--- config.mk ---
export PLATFORM = sky130hd
export DESIGN_NAME = touch_sample_filter_calibrate
export DESIGN_NICKNAME = d
export VERILOG_FILES = /design/src/design/tsfc_pkg.sv /design/src/design/tsfc_mul.sv /design/src/design/touch_sample_filter_calibrate.sv
export SDC_FILE = /design/constraint.sdc
export NUM_CORES = 2
export LEC_CHECK = 0
export BUFFER_PORTS_ARGS = -buffer_cell sky130_fd_sc_hd__buf_2
export CAP_MARGIN = 25
export CORE_MARGIN = 2
export CORE_UTILIZATION = 50
export CTS_CLUSTER_DIAMETER = 200
export CTS_CLUSTER_SIZE = 25
export DETAILED_ROUTE_END_ITERATION = 8
export GPL_ROUTABILITY_DRIVEN = 0
export PLACE_DENSITY_LB_ADDON = 0.05
export SYNTH_ARGS = -nofsm -noshare
export SYNTH_HDL_FRONTEND = slang
export SYNTH_HIERARCHICAL = 1
export SYNTH_SLANG_ARGS = --single-unit
--- constraint.sdc ---
create_clock -name aclk -period 10.42 [get_ports aclk]
set_clock_uncertainty 0.2 [all_clocks]
set_input_delay 2.084 -clock aclk [delete_from_list [all_inputs] [get_ports aclk]]
set_output_delay 2.084 -clock aclk [all_outputs]
set_load 0.01 [all_outputs]
--- src/design/tsfc_pkg.sv ---
// Shared types and constants for the touch sample filter and calibration block.
// Used by touch_sample_filter_calibrate; depends on nothing.
`default_nettype none

package tsfc_pkg;

    localparam int SAMPLE_BITS = 12;
    localparam int TAU_BITS    = 16;
    localparam int GAIN_W      = 24;
    localparam int OFFSET_W    = 32;
    localparam int OUT_W       = 16;
    localparam int COUNT_W     = 16;
    localparam int CFG_DATA_W  = 32;
    localparam int CFG_INDEX_W = 3;

    localparam logic [SAMPLE_BITS-1:0] RAW_X_IDLE_CODE = SAMPLE_BITS'(2047);
    localparam logic [COUNT_W-1:0]     COUNT_MAX       = '1;
    localparam logic [OUT_W-1:0]       OUT_MAX         = '1;

    localparam logic [CFG_INDEX_W-1:0] CFG_SMOOTHING = 3'd0;
    localparam logic [CFG_INDEX_W-1:0] CFG_SETTLE    = 3'd1;
    localparam logic [CFG_INDEX_W-1:0] CFG_X_GAIN    = 3'd2;
    localparam logic [CFG_INDEX_W-1:0] CFG_X_OFFSET  = 3'd3;
    localparam logic [CFG_INDEX_W-1:0] CFG_Y_GAIN    = 3'd4;
    localparam logic [CFG_INDEX_W-1:0] CFG_Y_OFFSET  = 3'd5;

    typedef struct packed {
        logic [SAMPLE_BITS-1:0] raw_x;
        logic [SAMPLE_BITS-1:0] raw_y;
    } in_t;

    typedef struct packed {
        logic [OUT_W-1:0] x_out;
        logic [OUT_W-1:0] y_out;
        logic             pressed;
    } out_t;

endpackage

`default_nettype wire

--- src/design/tsfc_mul.sv ---
// Shared signed multiplier with a registered product.
// Used by touch_sample_filter_calibrate; no package dependency.
`default_nettype none

module tsfc_mul #(
    parameter int A_W = 29,
    parameter int B_W = 25
) (
    input  wire logic                       aclk,
    input  wire logic signed [A_W-1:0]      mul_a,
    input  wire logic signed [B_W-1:0]      mul_b,
    output logic signed [A_W+B_W-1:0]       prod_reg
);

    always_ff @(posedge aclk) begin
        prod_reg <= mul_a * mul_b;
    end

endmodule

`default_nettype wire

--- src/design/touch_sample_filter_calibrate.sv ---
// Touch sample filter with per-axis low-pass smoothing and linear calibration.
// Each item passes through eight sequencer steps around the single shared multiplier,
// six distinct products per item. A new item is accepted only in the idle step, once
// the previous item's steps are done; an untaken result stalls the final step of the
// next item until it is taken.
// Reset (aresetn low, synchronous): filter states and touch counter clear, gains
// return to 1.0, the other configuration registers clear; datapath registers hold
// no reset value.
`default_nettype none

module touch_sample_filter_calibrate #(
    parameter int FRAC_BITS = 16
) (
    input  wire logic                               aclk,
    input  wire logic                               aresetn,
    input  wire logic                               s_valid,
    output logic                                    s_ready,
    input  wire tsfc_pkg::in_t                      s_data,
    output logic                                    m_valid,
    input  wire logic                               m_ready,
    output tsfc_pkg::out_t                          m_data,
    input  wire logic                               cfg_wr_en,
    input  wire logic [tsfc_pkg::CFG_INDEX_W-1:0]   cfg_index,
    input  wire logic [tsfc_pkg::CFG_DATA_W-1:0]    cfg_wr_data
);

    import tsfc_pkg::*;

    localparam int SF_W  = SAMPLE_BITS + FRAC_BITS;
    localparam int MA_W  = SF_W + 1;
    localparam int MB_W  = GAIN_W + 1;
    localparam int MP_W  = MA_W + MB_W;
    localparam int ACC_W = SF_W + TAU_BITS + 2;
    localparam int CAL_W = MP_W + 1;

    localparam logic [ACC_W-1:0]        ROUND_HALF = ACC_W'(1) << (TAU_BITS - 1);
    localparam logic [TAU_BITS:0]       TAU_ONE    = (TAU_BITS + 1)'(1) << TAU_BITS;
    localparam logic signed [GAIN_W-1:0] GAIN_ONE  = GAIN_W'(1 << FRAC_BITS);
    localparam logic signed [CAL_W-1:0] CAL_MAX    = CAL_W'(OUT_MAX);

    localparam logic [3:0] ST_IDLE   = 4'd0;
    localparam logic [3:0] ST_X_OLD  = 4'd1;
    localparam logic [3:0] ST_X_RAW  = 4'd2;
    localparam logic [3:0] ST_Y_OLD  = 4'd3;
    localparam logic [3:0] ST_Y_RAW  = 4'd4;
    localparam logic [3:0] ST_X_GAIN = 4'd5;
    localparam logic [3:0] ST_X_CAL  = 4'd6;
    localparam logic [3:0] ST_Y_GAIN = 4'd7;
    localparam logic [3:0] ST_Y_CAL  = 4'd8;

    logic [TAU_BITS-1:0]      smooth_reg;
    logic [COUNT_W-1:0]       settle_reg;
    logic signed [GAIN_W-1:0] x_gain_reg;
    logic signed [GAIN_W-1:0] y_gain_reg;
    logic signed [OFFSET_W-1:0] x_off_reg;
    logic signed [OFFSET_W-1:0] y_off_reg;

    logic [3:0]             step_reg, step_next;
    logic [SAMPLE_BITS-1:0] rx_reg, rx_next;
    logic [SAMPLE_BITS-1:0] ry_reg, ry_next;
    logic [SF_W-1:0]        xf_reg, xf_next;
    logic [SF_W-1:0]        yf_reg, yf_next;
    logic [COUNT_W-1:0]     count_reg, count_next;
    logic [ACC_W-1:0]       acc_reg, acc_next;
    logic [OUT_W-1:0]       x_cal_reg, x_cal_next;
    logic                   m_valid_reg, m_valid_next;
    out_t                   m_data_reg, m_data_next;

    logic signed [MA_W-1:0] mul_a;
    logic signed [MB_W-1:0] mul_b;
    logic signed [MP_W-1:0] prod;
    logic [TAU_BITS:0]      inv_tau;

    logic [ACC_W-1:0]        acc_lo;
    logic [ACC_W-1:0]        acc_sum;
    logic [ACC_W-1:0]        acc_rnd;
    logic [SF_W-1:0]         rnd_state;
    logic signed [OFFSET_W-1:0] cal_off;
    logic signed [MP_W-1:0]  cal_p;
    logic signed [CAL_W-1:0] cal_v;
    logic signed [CAL_W-1:0] cal_q;
    logic [OUT_W-1:0]        cal_sat;

    logic [SAMPLE_BITS-1:0] rx_clean;
    logic                   touched;
    logic                   pressed;

    tsfc_mul #(
        .A_W (MA_W),
        .B_W (MB_W)
    ) u_mul (
        .aclk     (aclk),
        .mul_a    (mul_a),
        .mul_b    (mul_b),
        .prod_reg (prod)
    );

    assign inv_tau = TAU_ONE - (TAU_BITS + 1)'(smooth_reg);

    always_comb begin
        mul_a = '0;
        mul_b = '0;
        case (step_reg)
            ST_X_OLD: begin
                mul_a = MA_W'(xf_reg);
                mul_b = MB_W'(smooth_reg);
            end
            ST_X_RAW: begin
                mul_a = MA_W'(rx_reg);
                mul_b = MB_W'(inv_tau);
            end
            ST_Y_OLD: begin
                mul_a = MA_W'(yf_reg);
                mul_b = MB_W'(smooth_reg);
            end
            ST_Y_RAW: begin
                mul_a = MA_W'(ry_reg);
                mul_b = MB_W'(inv_tau);
            end
            ST_X_GAIN, ST_X_CAL: begin
                mul_a = MA_W'(xf_reg);
                mul_b = MB_W'(x_gain_reg);
            end
            ST_Y_GAIN, ST_Y_CAL: begin
                mul_a = MA_W'(yf_reg);
                mul_b = MB_W'(y_gain_reg);
            end
            default: begin
                mul_a = '0;
                mul_b = '0;
            end
        endcase
    end

    assign acc_lo    = prod[ACC_W-1:0];
    assign acc_sum   = acc_reg + (acc_lo << FRAC_BITS);
    assign acc_rnd   = acc_reg + ROUND_HALF;
    assign rnd_state = acc_rnd[TAU_BITS +: SF_W];

    always_comb begin
        cal_off = (step_reg == ST_Y_CAL) ? y_off_reg : x_off_reg;
        cal_p   = prod >>> FRAC_BITS;
        cal_v   = CAL_W'(cal_p) + CAL_W'(cal_off);
        cal_q   = cal_v >>> FRAC_BITS;
        if (cal_q[CAL_W-1]) begin
            cal_sat = '0;
        end else if (cal_q > CAL_MAX) begin
            cal_sat = OUT_MAX;
        end else begin
            cal_sat = cal_q[OUT_W-1:0];
        end
    end

    assign rx_clean = (s_data.raw_x == RAW_X_IDLE_CODE) ? '0 : s_data.raw_x;
    assign touched  = (rx_clean != '0) && (s_data.raw_y != '0);
    assign pressed  = (count_reg >= settle_reg);

    always_comb begin
        step_next    = step_reg;
        rx_next      = rx_reg;
        ry_next      = ry_reg;
        xf_next      = xf_reg;
        yf_next      = yf_reg;
        count_next   = count_reg;
        acc_next     = acc_reg;
        x_cal_next   = x_cal_reg;
        m_valid_next = m_valid_reg;
        m_data_next  = m_data_reg;

        if (m_valid_reg && m_ready) begin
            m_valid_next = 1'b0;
        end

        case (step_reg)
            ST_IDLE: begin
                if (s_valid) begin
                    rx_next   = rx_clean;
                    ry_next   = s_data.raw_y;
                    step_next = ST_X_OLD;
                    if (touched) begin
                        if (count_reg != COUNT_MAX) begin
                            count_next = count_reg + COUNT_W'(1);
                        end
                    end else begin
                        count_next = '0;
                        xf_next    = '0;
                        yf_next    = '0;
                    end
                end
            end
            ST_X_OLD: begin
                step_next = ST_X_RAW;
            end
            ST_X_RAW: begin
                acc_next  = acc_lo;
                step_next = ST_Y_OLD;
            end
            ST_Y_OLD: begin
                acc_next  = acc_sum;
                step_next = ST_Y_RAW;
            end
            ST_Y_RAW: begin
                xf_next   = rnd_state;
                acc_next  = acc_lo;
                step_next = ST_X_GAIN;
            end
            ST_X_GAIN: begin
                acc_next  = acc_sum;
                step_next = ST_X_CAL;
            end
            ST_X_CAL: begin
                yf_next    = rnd_state;
                x_cal_next = cal_sat;
                step_next  = ST_Y_GAIN;
            end
            ST_Y_GAIN: begin
                step_next = ST_Y_CAL;
            end
            ST_Y_CAL: begin
                // hold until the result register is free
                if (!m_valid_reg || m_ready) begin
                    m_valid_next = 1'b1;
                    if (pressed) begin
                        m_data_next.x_out   = x_cal_reg;
                        m_data_next.y_out   = cal_sat;
                        m_data_next.pressed = 1'b1;
                    end else begin
                        m_data_next = '0;
                    end
                    step_next = ST_IDLE;
                end
            end
            default: begin
                step_next = ST_IDLE;
            end
        endcase
    end

    always_ff @(posedge aclk) begin
        if (!aresetn) begin
            smooth_reg <= '0;
            settle_reg <= '0;
            x_gain_reg <= GAIN_ONE;
            x_off_reg  <= '0;
            y_gain_reg <= GAIN_ONE;
            y_off_reg  <= '0;
        end else if (cfg_wr_en) begin
            case (cfg_index)
                CFG_SMOOTHING: smooth_reg <= cfg_wr_data[TAU_BITS-1:0];
                CFG_SETTLE:    settle_reg <= cfg_wr_data[COUNT_W-1:0];
                CFG_X_GAIN:    x_gain_reg <= cfg_wr_data[GAIN_W-1:0];
                CFG_X_OFFSET:  x_off_reg  <= cfg_wr_data[OFFSET_W-1:0];
                CFG_Y_GAIN:    y_gain_reg <= cfg_wr_data[GAIN_W-1:0];
                CFG_Y_OFFSET:  y_off_reg  <= cfg_wr_data[OFFSET_W-1:0];
                default: begin
                end
            endcase
        end
    end

    always_ff @(posedge aclk) begin
        if (!aresetn) begin
            step_reg    <= ST_IDLE;
            xf_reg      <= '0;
            yf_reg      <= '0;
            count_reg   <= '0;
            m_valid_reg <= 1'b0;
        end else begin
            step_reg    <= step_next;
            xf_reg      <= xf_next;
            yf_reg      <= yf_next;
            count_reg   <= count_next;
            m_valid_reg <= m_valid_next;
        end
    end

    always_ff @(posedge aclk) begin
        rx_reg     <= rx_next;
        ry_reg     <= ry_next;
        acc_reg    <= acc_next;
        x_cal_reg  <= x_cal_next;
        m_data_reg <= m_data_next;
    end

    assign s_ready = (step_reg == ST_IDLE);
    assign m_valid = m_valid_reg;
    assign m_data  = m_data_reg;

    a_busy_after_accept: assert property (@(posedge aclk) disable iff (!aresetn)
        (s_valid && s_ready) |=> !s_ready)
        else $error("input accepted again while sequencer busy");

    a_result_from_last_step: assert property (@(posedge aclk) disable iff (!aresetn)
        $rose(m_valid_reg) |-> $past(step_reg == ST_Y_CAL))
        else $error("result raised outside the final step");

    a_released_is_zero: assert property (@(posedge aclk) disable iff (!aresetn)
        (m_valid && !m_data.pressed) |-> (m_data.x_out == '0 && m_data.y_out == '0))
        else $error("nonzero coordinates without touch");

    a_state_holds_idle: assert property (@(posedge aclk) disable iff (!aresetn)
        (step_reg == ST_IDLE && !s_valid) |=> ($stable(xf_reg) && $stable(yf_reg)
            && $stable(count_reg)))
        else $error("filter state changed while idle");

endmodule

`default_nettype wire

Yosys cells after proc, flatten, opt, wreduce, memory -nomap -nowiden
Index checks and enable logic that the tools add are counted.
Storage, ports and cells
  bits in latches: 0
  memories: 0
  word-level logic and storage cells: 96
  RAM bits: 0
  input bits: 64
  flip-flop bits (word level): 394
  output and inout bits: 35
  memory bits (read-only): 0
Operators by class
  multiply operators: 1
  shifts and indexed selects: 0
  div/mod/pow operators: 0
  multiplexer cells: 20
  order comparisons: 2
  reductions and logical operators: 30
  add/subtract/negate cells: 5
  equality and inequality tests: 19
  bitwise gates (word level): 0
Operators with widths (number)
  case mux 28 bit (2 select lines): 2
  case mux 28 bit (4 select lines): 1
  case mux 25 bit (4 select lines): 1
  case mux 46 bit (2 select lines): 1
  two-way mux 16 bit: 4
  two-way mux 28 bit: 2
  multiplier 29 x 25 -> 54 bit: 1
  adder 46 bit: 1
  adder 44 x 16 -> 44 bit (second input constant): 1
  adder 38 x 32 -> 39 bit: 1
  case mux 4 bit (9 select lines): 1
  two-way mux 32 bit: 1
  nonzero test 12 bit: 2
  greater-than comparator 23 x 17 -> 1 bit (second input constant): 1
  AND reduction 2 bit: 9
  subtractor 17 x 16 -> 17 bit (first input constant): 1
  adder 16 x 1 -> 16 bit (second input constant): 1
  == test 4 x 3 -> 1 bit (second input constant): 4
  greater-or-equal comparator 16 bit: 1
  != test 16 bit (second input constant): 1
  == test 12 x 11 -> 1 bit (second input constant): 1
  two-way mux 12 bit: 1
  OR reduction 2 bit: 5
  AND reduction 3 bit: 3
  17 further kinds: 30

Logic depth before layout (Yosys ltp)
  depth in word-level cells: 7
  depth in mapped cells: 36
  depth with buffers taken out: 33

Modules after synthesis
Netlist, hierarchy kept.
Modules (own cells, without submodules)
  tsfc_mul: instances 1, area an instance 27154.8 um2, seq. area each 1081.0 um2, cells an instance 2885
  touch_sample_filter_calibrate: instances 1, area an instance 17491.8 um2, seq. area each 7487.2 um2, cells an instance 1984

Least setup slack after synthesis
Ideal clock, no wire load.
  path type: reg2reg
  from: reg step_reg[0]
  to: reg u_mul.prod_reg[48]
  stages on the path, launching flop included: 33
  path slack: 1982 ps
  arrival: 8111 ps
  required time: 10093 ps
  path buffers: 5
  setup time: 127 ps
  clock period less this slack: 8438 ps
  path through: dfxtp_1 -> clkbuf_1 -> nor2b_1 -> nor2b_1 -> clkbuf_1 -> clkbuf_1 -> a222oi_1 -> nand2_1 -> clkbuf_1 -> clkbuf_1 -> nand2_1 -> fa_1 -> inv_1 -> fa_1 -> inv_1 -> fa_1 -> fa_1 -> inv_1 -> fa_1 -> fa_1 -> inv_1 -> fa_1 -> inv_1 -> ha_1 -> a21oi_1 -> o21ai_0 -> a2111o_1 -> a221o_1 -> a21oi_4 -> o22ai_1 -> a21oi_1 -> o21ai_0 -> xor2_1
On the way
  word-level cells in the longest chain between the ends: 4
  elaborated cells on any way between the ends: 17
  classes of those cells: 1 x mul; 8 x eq/ne; 2 x mux; 6 x reduce/logical
Ends and longest elaborated chain
  from (decl): RTL line touch_sample_filter_calibrate.sv:58  | logic [3:0] step_reg, step_next;
  from (signal assigned): RTL line touch_sample_filter_calibrate.sv:269  | step_reg <= step_next;
  == test 4 bit, or another cell as far along: RTL line touch_sample_filter_calibrate.sv:103  | case (step_reg)
  OR reduction 2 bit (on tied branches)
  case mux 25 bit (4 select lines) (*): RTL line touch_sample_filter_calibrate.sv:103
  via mul_b[4]: RTL line touch_sample_filter_calibrate.sv:70  | logic signed [MB_W-1:0] mul_b;
  multiplier 29 x 25 -> 54 bit (*): RTL line tsfc_mul.sv:16  | prod_reg <= mul_a * mul_b;
  to (signal assigned): RTL line tsfc_mul.sv:16
  to (decl): RTL line tsfc_mul.sv:12  | output logic signed [A_W+B_W-1:0] prod_reg
Mark *: on every way through the listed nets, which the timed path passes. The rest lies on a longest branch.
A chain may end at the register's enable or synchronous reset.

Final worst setup path
  from: reg step_reg[0]
  to: reg u_mul.prod_reg[53]
On the way
  word-level cells in the longest chain between the ends: 4
  elaborated cells on any way between the ends: 17
  classes of those cells: 1 x mul; 8 x eq/ne; 2 x mux; 6 x reduce/logical
Ends and longest elaborated chain
  == test 4 bit, or another cell as far along: RTL line touch_sample_filter_calibrate.sv:103
  OR reduction 3 bit (no source line)
  case mux 28 bit (4 select lines) (*): RTL line touch_sample_filter_calibrate.sv:103
  via mul_a[7]: RTL line touch_sample_filter_calibrate.sv:69  | logic signed [MA_W-1:0] mul_a;
  multiplier 29 x 25 -> 54 bit (*): RTL line tsfc_mul.sv:16
Marked as above.

==> summary.md <==
| Metric | Value |
|---|---|
| Outcome | finished clean |
| TritonCTS clock tree | done |
| VDD IR max | 0.000142 V |
| CP Data Arrival Time | 9.67 ns |
| Largest net degree at the start of global routing | between 100 and 150 |
| Placed cell count | approximately 6,000 |
| Clk root buf | clkbuf_16 |
| Worst path most repeated cell | fa_1 |
| Relative slew slack | 29.7% |
| Max Slew Vio Count | 0 |
| Via Count | between 30,000 and 40,000 |
| Area of the multi-input gates | roughly 32,000 um2 |
| Die Y | roughly 300 um |
| Number of flops mapped to enable cells by yosys | 102 |
| # IOs | 99 |
| Synth cell types | between 90 and 100 |
| Worst-path clk slew | 0.11 ns |
| Maxcap violations | 0 |
| Slowest stage delay, CP | 0.85 ns |
| Crit Path Class | reg -> reg |
| Final Hold Fails | 0 |
| Flip-flop count of the largest register after layout | 54 |
| Synthesis-to-layout area growth | 5.64% |
| Nets@finish | 5,897 |
| Yosys top cell area share | 33.7% |
| Row count | roughly 110 |
| Final Setup Violations | 0 |
| Final period util | about nine tenths |
| Number of instances resized during post-cts repair | 0 |
| Number of cells on the worst reg-to-reg path | 24 |
| 1st-iter DRT viols | between 2,000 and 2,500 |
| Grt ovf | 0 |
| # DRC | 0 |
| Pre-CTS setup slack | 0.830 ns |
| Post-Syn Area | about 45,000 um2 |
| Pleak | 22.5 nW |
| H-tree depth | 1 |
| Top-count cell post-synth | nand2_1 |
| CP max stage cell | a21o_1 |
| ANT cells | 0 |
| Commonest cells post-synth | nand2_1, inv_1, fa_1, and2_1, dfxtp_1 |
| Starting Density | roughly 50% |
| Detailed-placement wirelength estimate | 102,000 um |
| Drt pass-1 iters | 7 |
| RSZ-0062 raised after global routing | no |
| Wirelength per Cell | about 21 um |
| Die span in x | a little over 300 um |
| FF-to-FF setup slack | roughly 0.96 ns |
| Clock buffer depth | 3 |
| Synth Warn # | 6 |
| Met3 usage | around 2.0% |
| Req. time, crit path | approximately 11 ns |
| Max Clk Rate | approximately 110 MHz |
| Total track usage | approximately 28% |
| Final Core Density | a little over half |
| Critical Path Stages | 24 |
| First-pass GRT wire length | about 200,000 um |
| Vias in the first global route | 33,600 |
| Hold_buf cts | 0 |
| Slew @ Worst Pin | 1.05 ns |
| Post-CTS setup buffer count | 0 |
| Worst Hold Class | reg -> reg |
| Fin crit period | ~9.5 ns |
| Core footprint | roughly 88,000 um2 |
| WL final | roughly 120,000 um |
| Leading area contributor after synthesis | fa_1 |
| CP endpoint kind | register |
| CP Launch Type | register |
| Syn avg cell area | around 9.2 um2 |
| Max FO, Critical Path | 26 |
| FFs w/ async S/R, synth | 0% |
| Num CTS Buffers | 19 |
| Top cells by area, synth | fa_1, dfxtp_1, nand2_1 |
| Setup TNS | 0 ns |
| # fillers | about 8,400 |
| Pwr per Cell Area | 81.4 nW/um2 |
| Grt met1 use | 36.8% |
| Vias per Instance | between 5 and 6 |
| Post-synthesis cell count | ~5,000 |
| Initial antenna violation count | 1 |
| CP Cell Sequence | nor2b_1, a21o_1, nand2_1, nand2_1, buf_4, nand2_1, fa_1, inv_1, fa_1, fa_1, fa_1, fa_1, fa_1, fa_1, ha_1, a21oi_1, nand3_1, a2111oi_0, a21o_1, nand2_1, a31oi_1, o21ai_1, a311oi_1, xnor2_1 |
| Global route hottest layer | met2 |
| Port buffer count | a little under 100 |
| Synth Register Bits | about 380 |
| Ys flop type | dfxtp_1 |
| Clock sink count | between 300 and 400 |
| Finished Layout Cells | 6,023 |
| Buf/Inv on CP | 2 |
| Share of post-route cells with drive strength above 1 | between 6 and 7% |
| ANT nets after route | 0 |
| Die area | 91,700 um2 |
| Setup ws final | ~0.96 ns |
| GR Util met2 | 49.7% |
| Register Area | 8570 um2 |
| Hold Path Depth | 2 |
| Cell family with the largest share of critical-path delay | adder cells |
| Clk_lat worst skew | 0.55 ns |
| Sequential share of the synthesized area | 19.2% |
==> worst paths after layout <==
path,to,from
max,u_mul/prod_reg[53]$_DFF_P_,step_reg[0]$_SDFFE_PN0P_
min,y_off_reg[25]$_SDFFE_PN0P_,y_off_reg[25]$_SDFFE_PN0P_
max reg2reg,u_mul/prod_reg[53]$_DFF_P_,step_reg[0]$_SDFFE_PN0P_
min reg2reg,y_off_reg[25]$_SDFFE_PN0P_,y_off_reg[25]$_SDFFE_PN0P_
==> metrics by stage <==
stage               area [um2]  hold WS (ns)  power [W]
finish                   47200         0.269    0.00384
global route             47200         0.287    0.00403
CTS                      47100         0.271    0.00383
detailed placement       46500         0.256    0.00299
global placement         46500         0.249    0.00298
floorplan                44700         0.240    0.00254
==> layer usage <==
| metal | routed length, um | vias to the layer above |
|---|---|---|
| met3 | 4450 | 144 |
| met1 | 52600 | 16800 |
| met2 | 63900 | 670 |
| li1 | - | 15200 |
| met4 | 3380 | 0 |
| met5 | 0 | - |
==> layout by cell type (no fill, tap or decap), types with 103 or more instances in the layout <==
cell type	count
nand2_1	818
nor2_1	103
fa_1	751
dfxtp_1	275
buf_4	107
a21oi_1	153
and2_1	409
ha_1	232
a21boi_0	150
inv_1	753
==> layout make-up <==
cell class / instances / share of cell area (%)
flip-flops and latches: 377 / 18.2
well taps: 1165 / 3.09
repair buffers: 213 / 3.07
clock buffers: 28 / 1.08
inverters: 754 / 6.00
clock inverters: 1 / 0.0637
multi-input cells: 3485 / 68.5
==> logic make-up (layout without fill, tap and decap cells) <==
family	after synthesis	in the layout	synth area share (%)
xor+xnor	149	149	2.92
other cells	1	7	0.00840
mux	37	37	0.936
compound gates	681	681	10.5
flops	377	377	19.2
fa+ha+maj	983	983	40.2
buf+inv	1013	996	8.60
simple gates	1628	1628	17.7
==> worst register-to-register path: cells and delay by family, from the launching register on <==
family | cells | cell delay, ns
and+or+nand+nor | 6 | 1.47
AOI/OAI and AO/OA | 7 | 2.69
DFF | 1 | 0.59
adders and majority gates | 8 | 3.89
buffers and inverters | 2 | 0.36
xor gates and xnor gates | 1 | 0.12
==> power breakdown <==
group	switching, W	internal [W]
logic	0.000828	0.000450
clock network	0.000500	0.000349
registers	0.0000861	0.00163
Note: power is estimated with default switching activity, not from simulation.
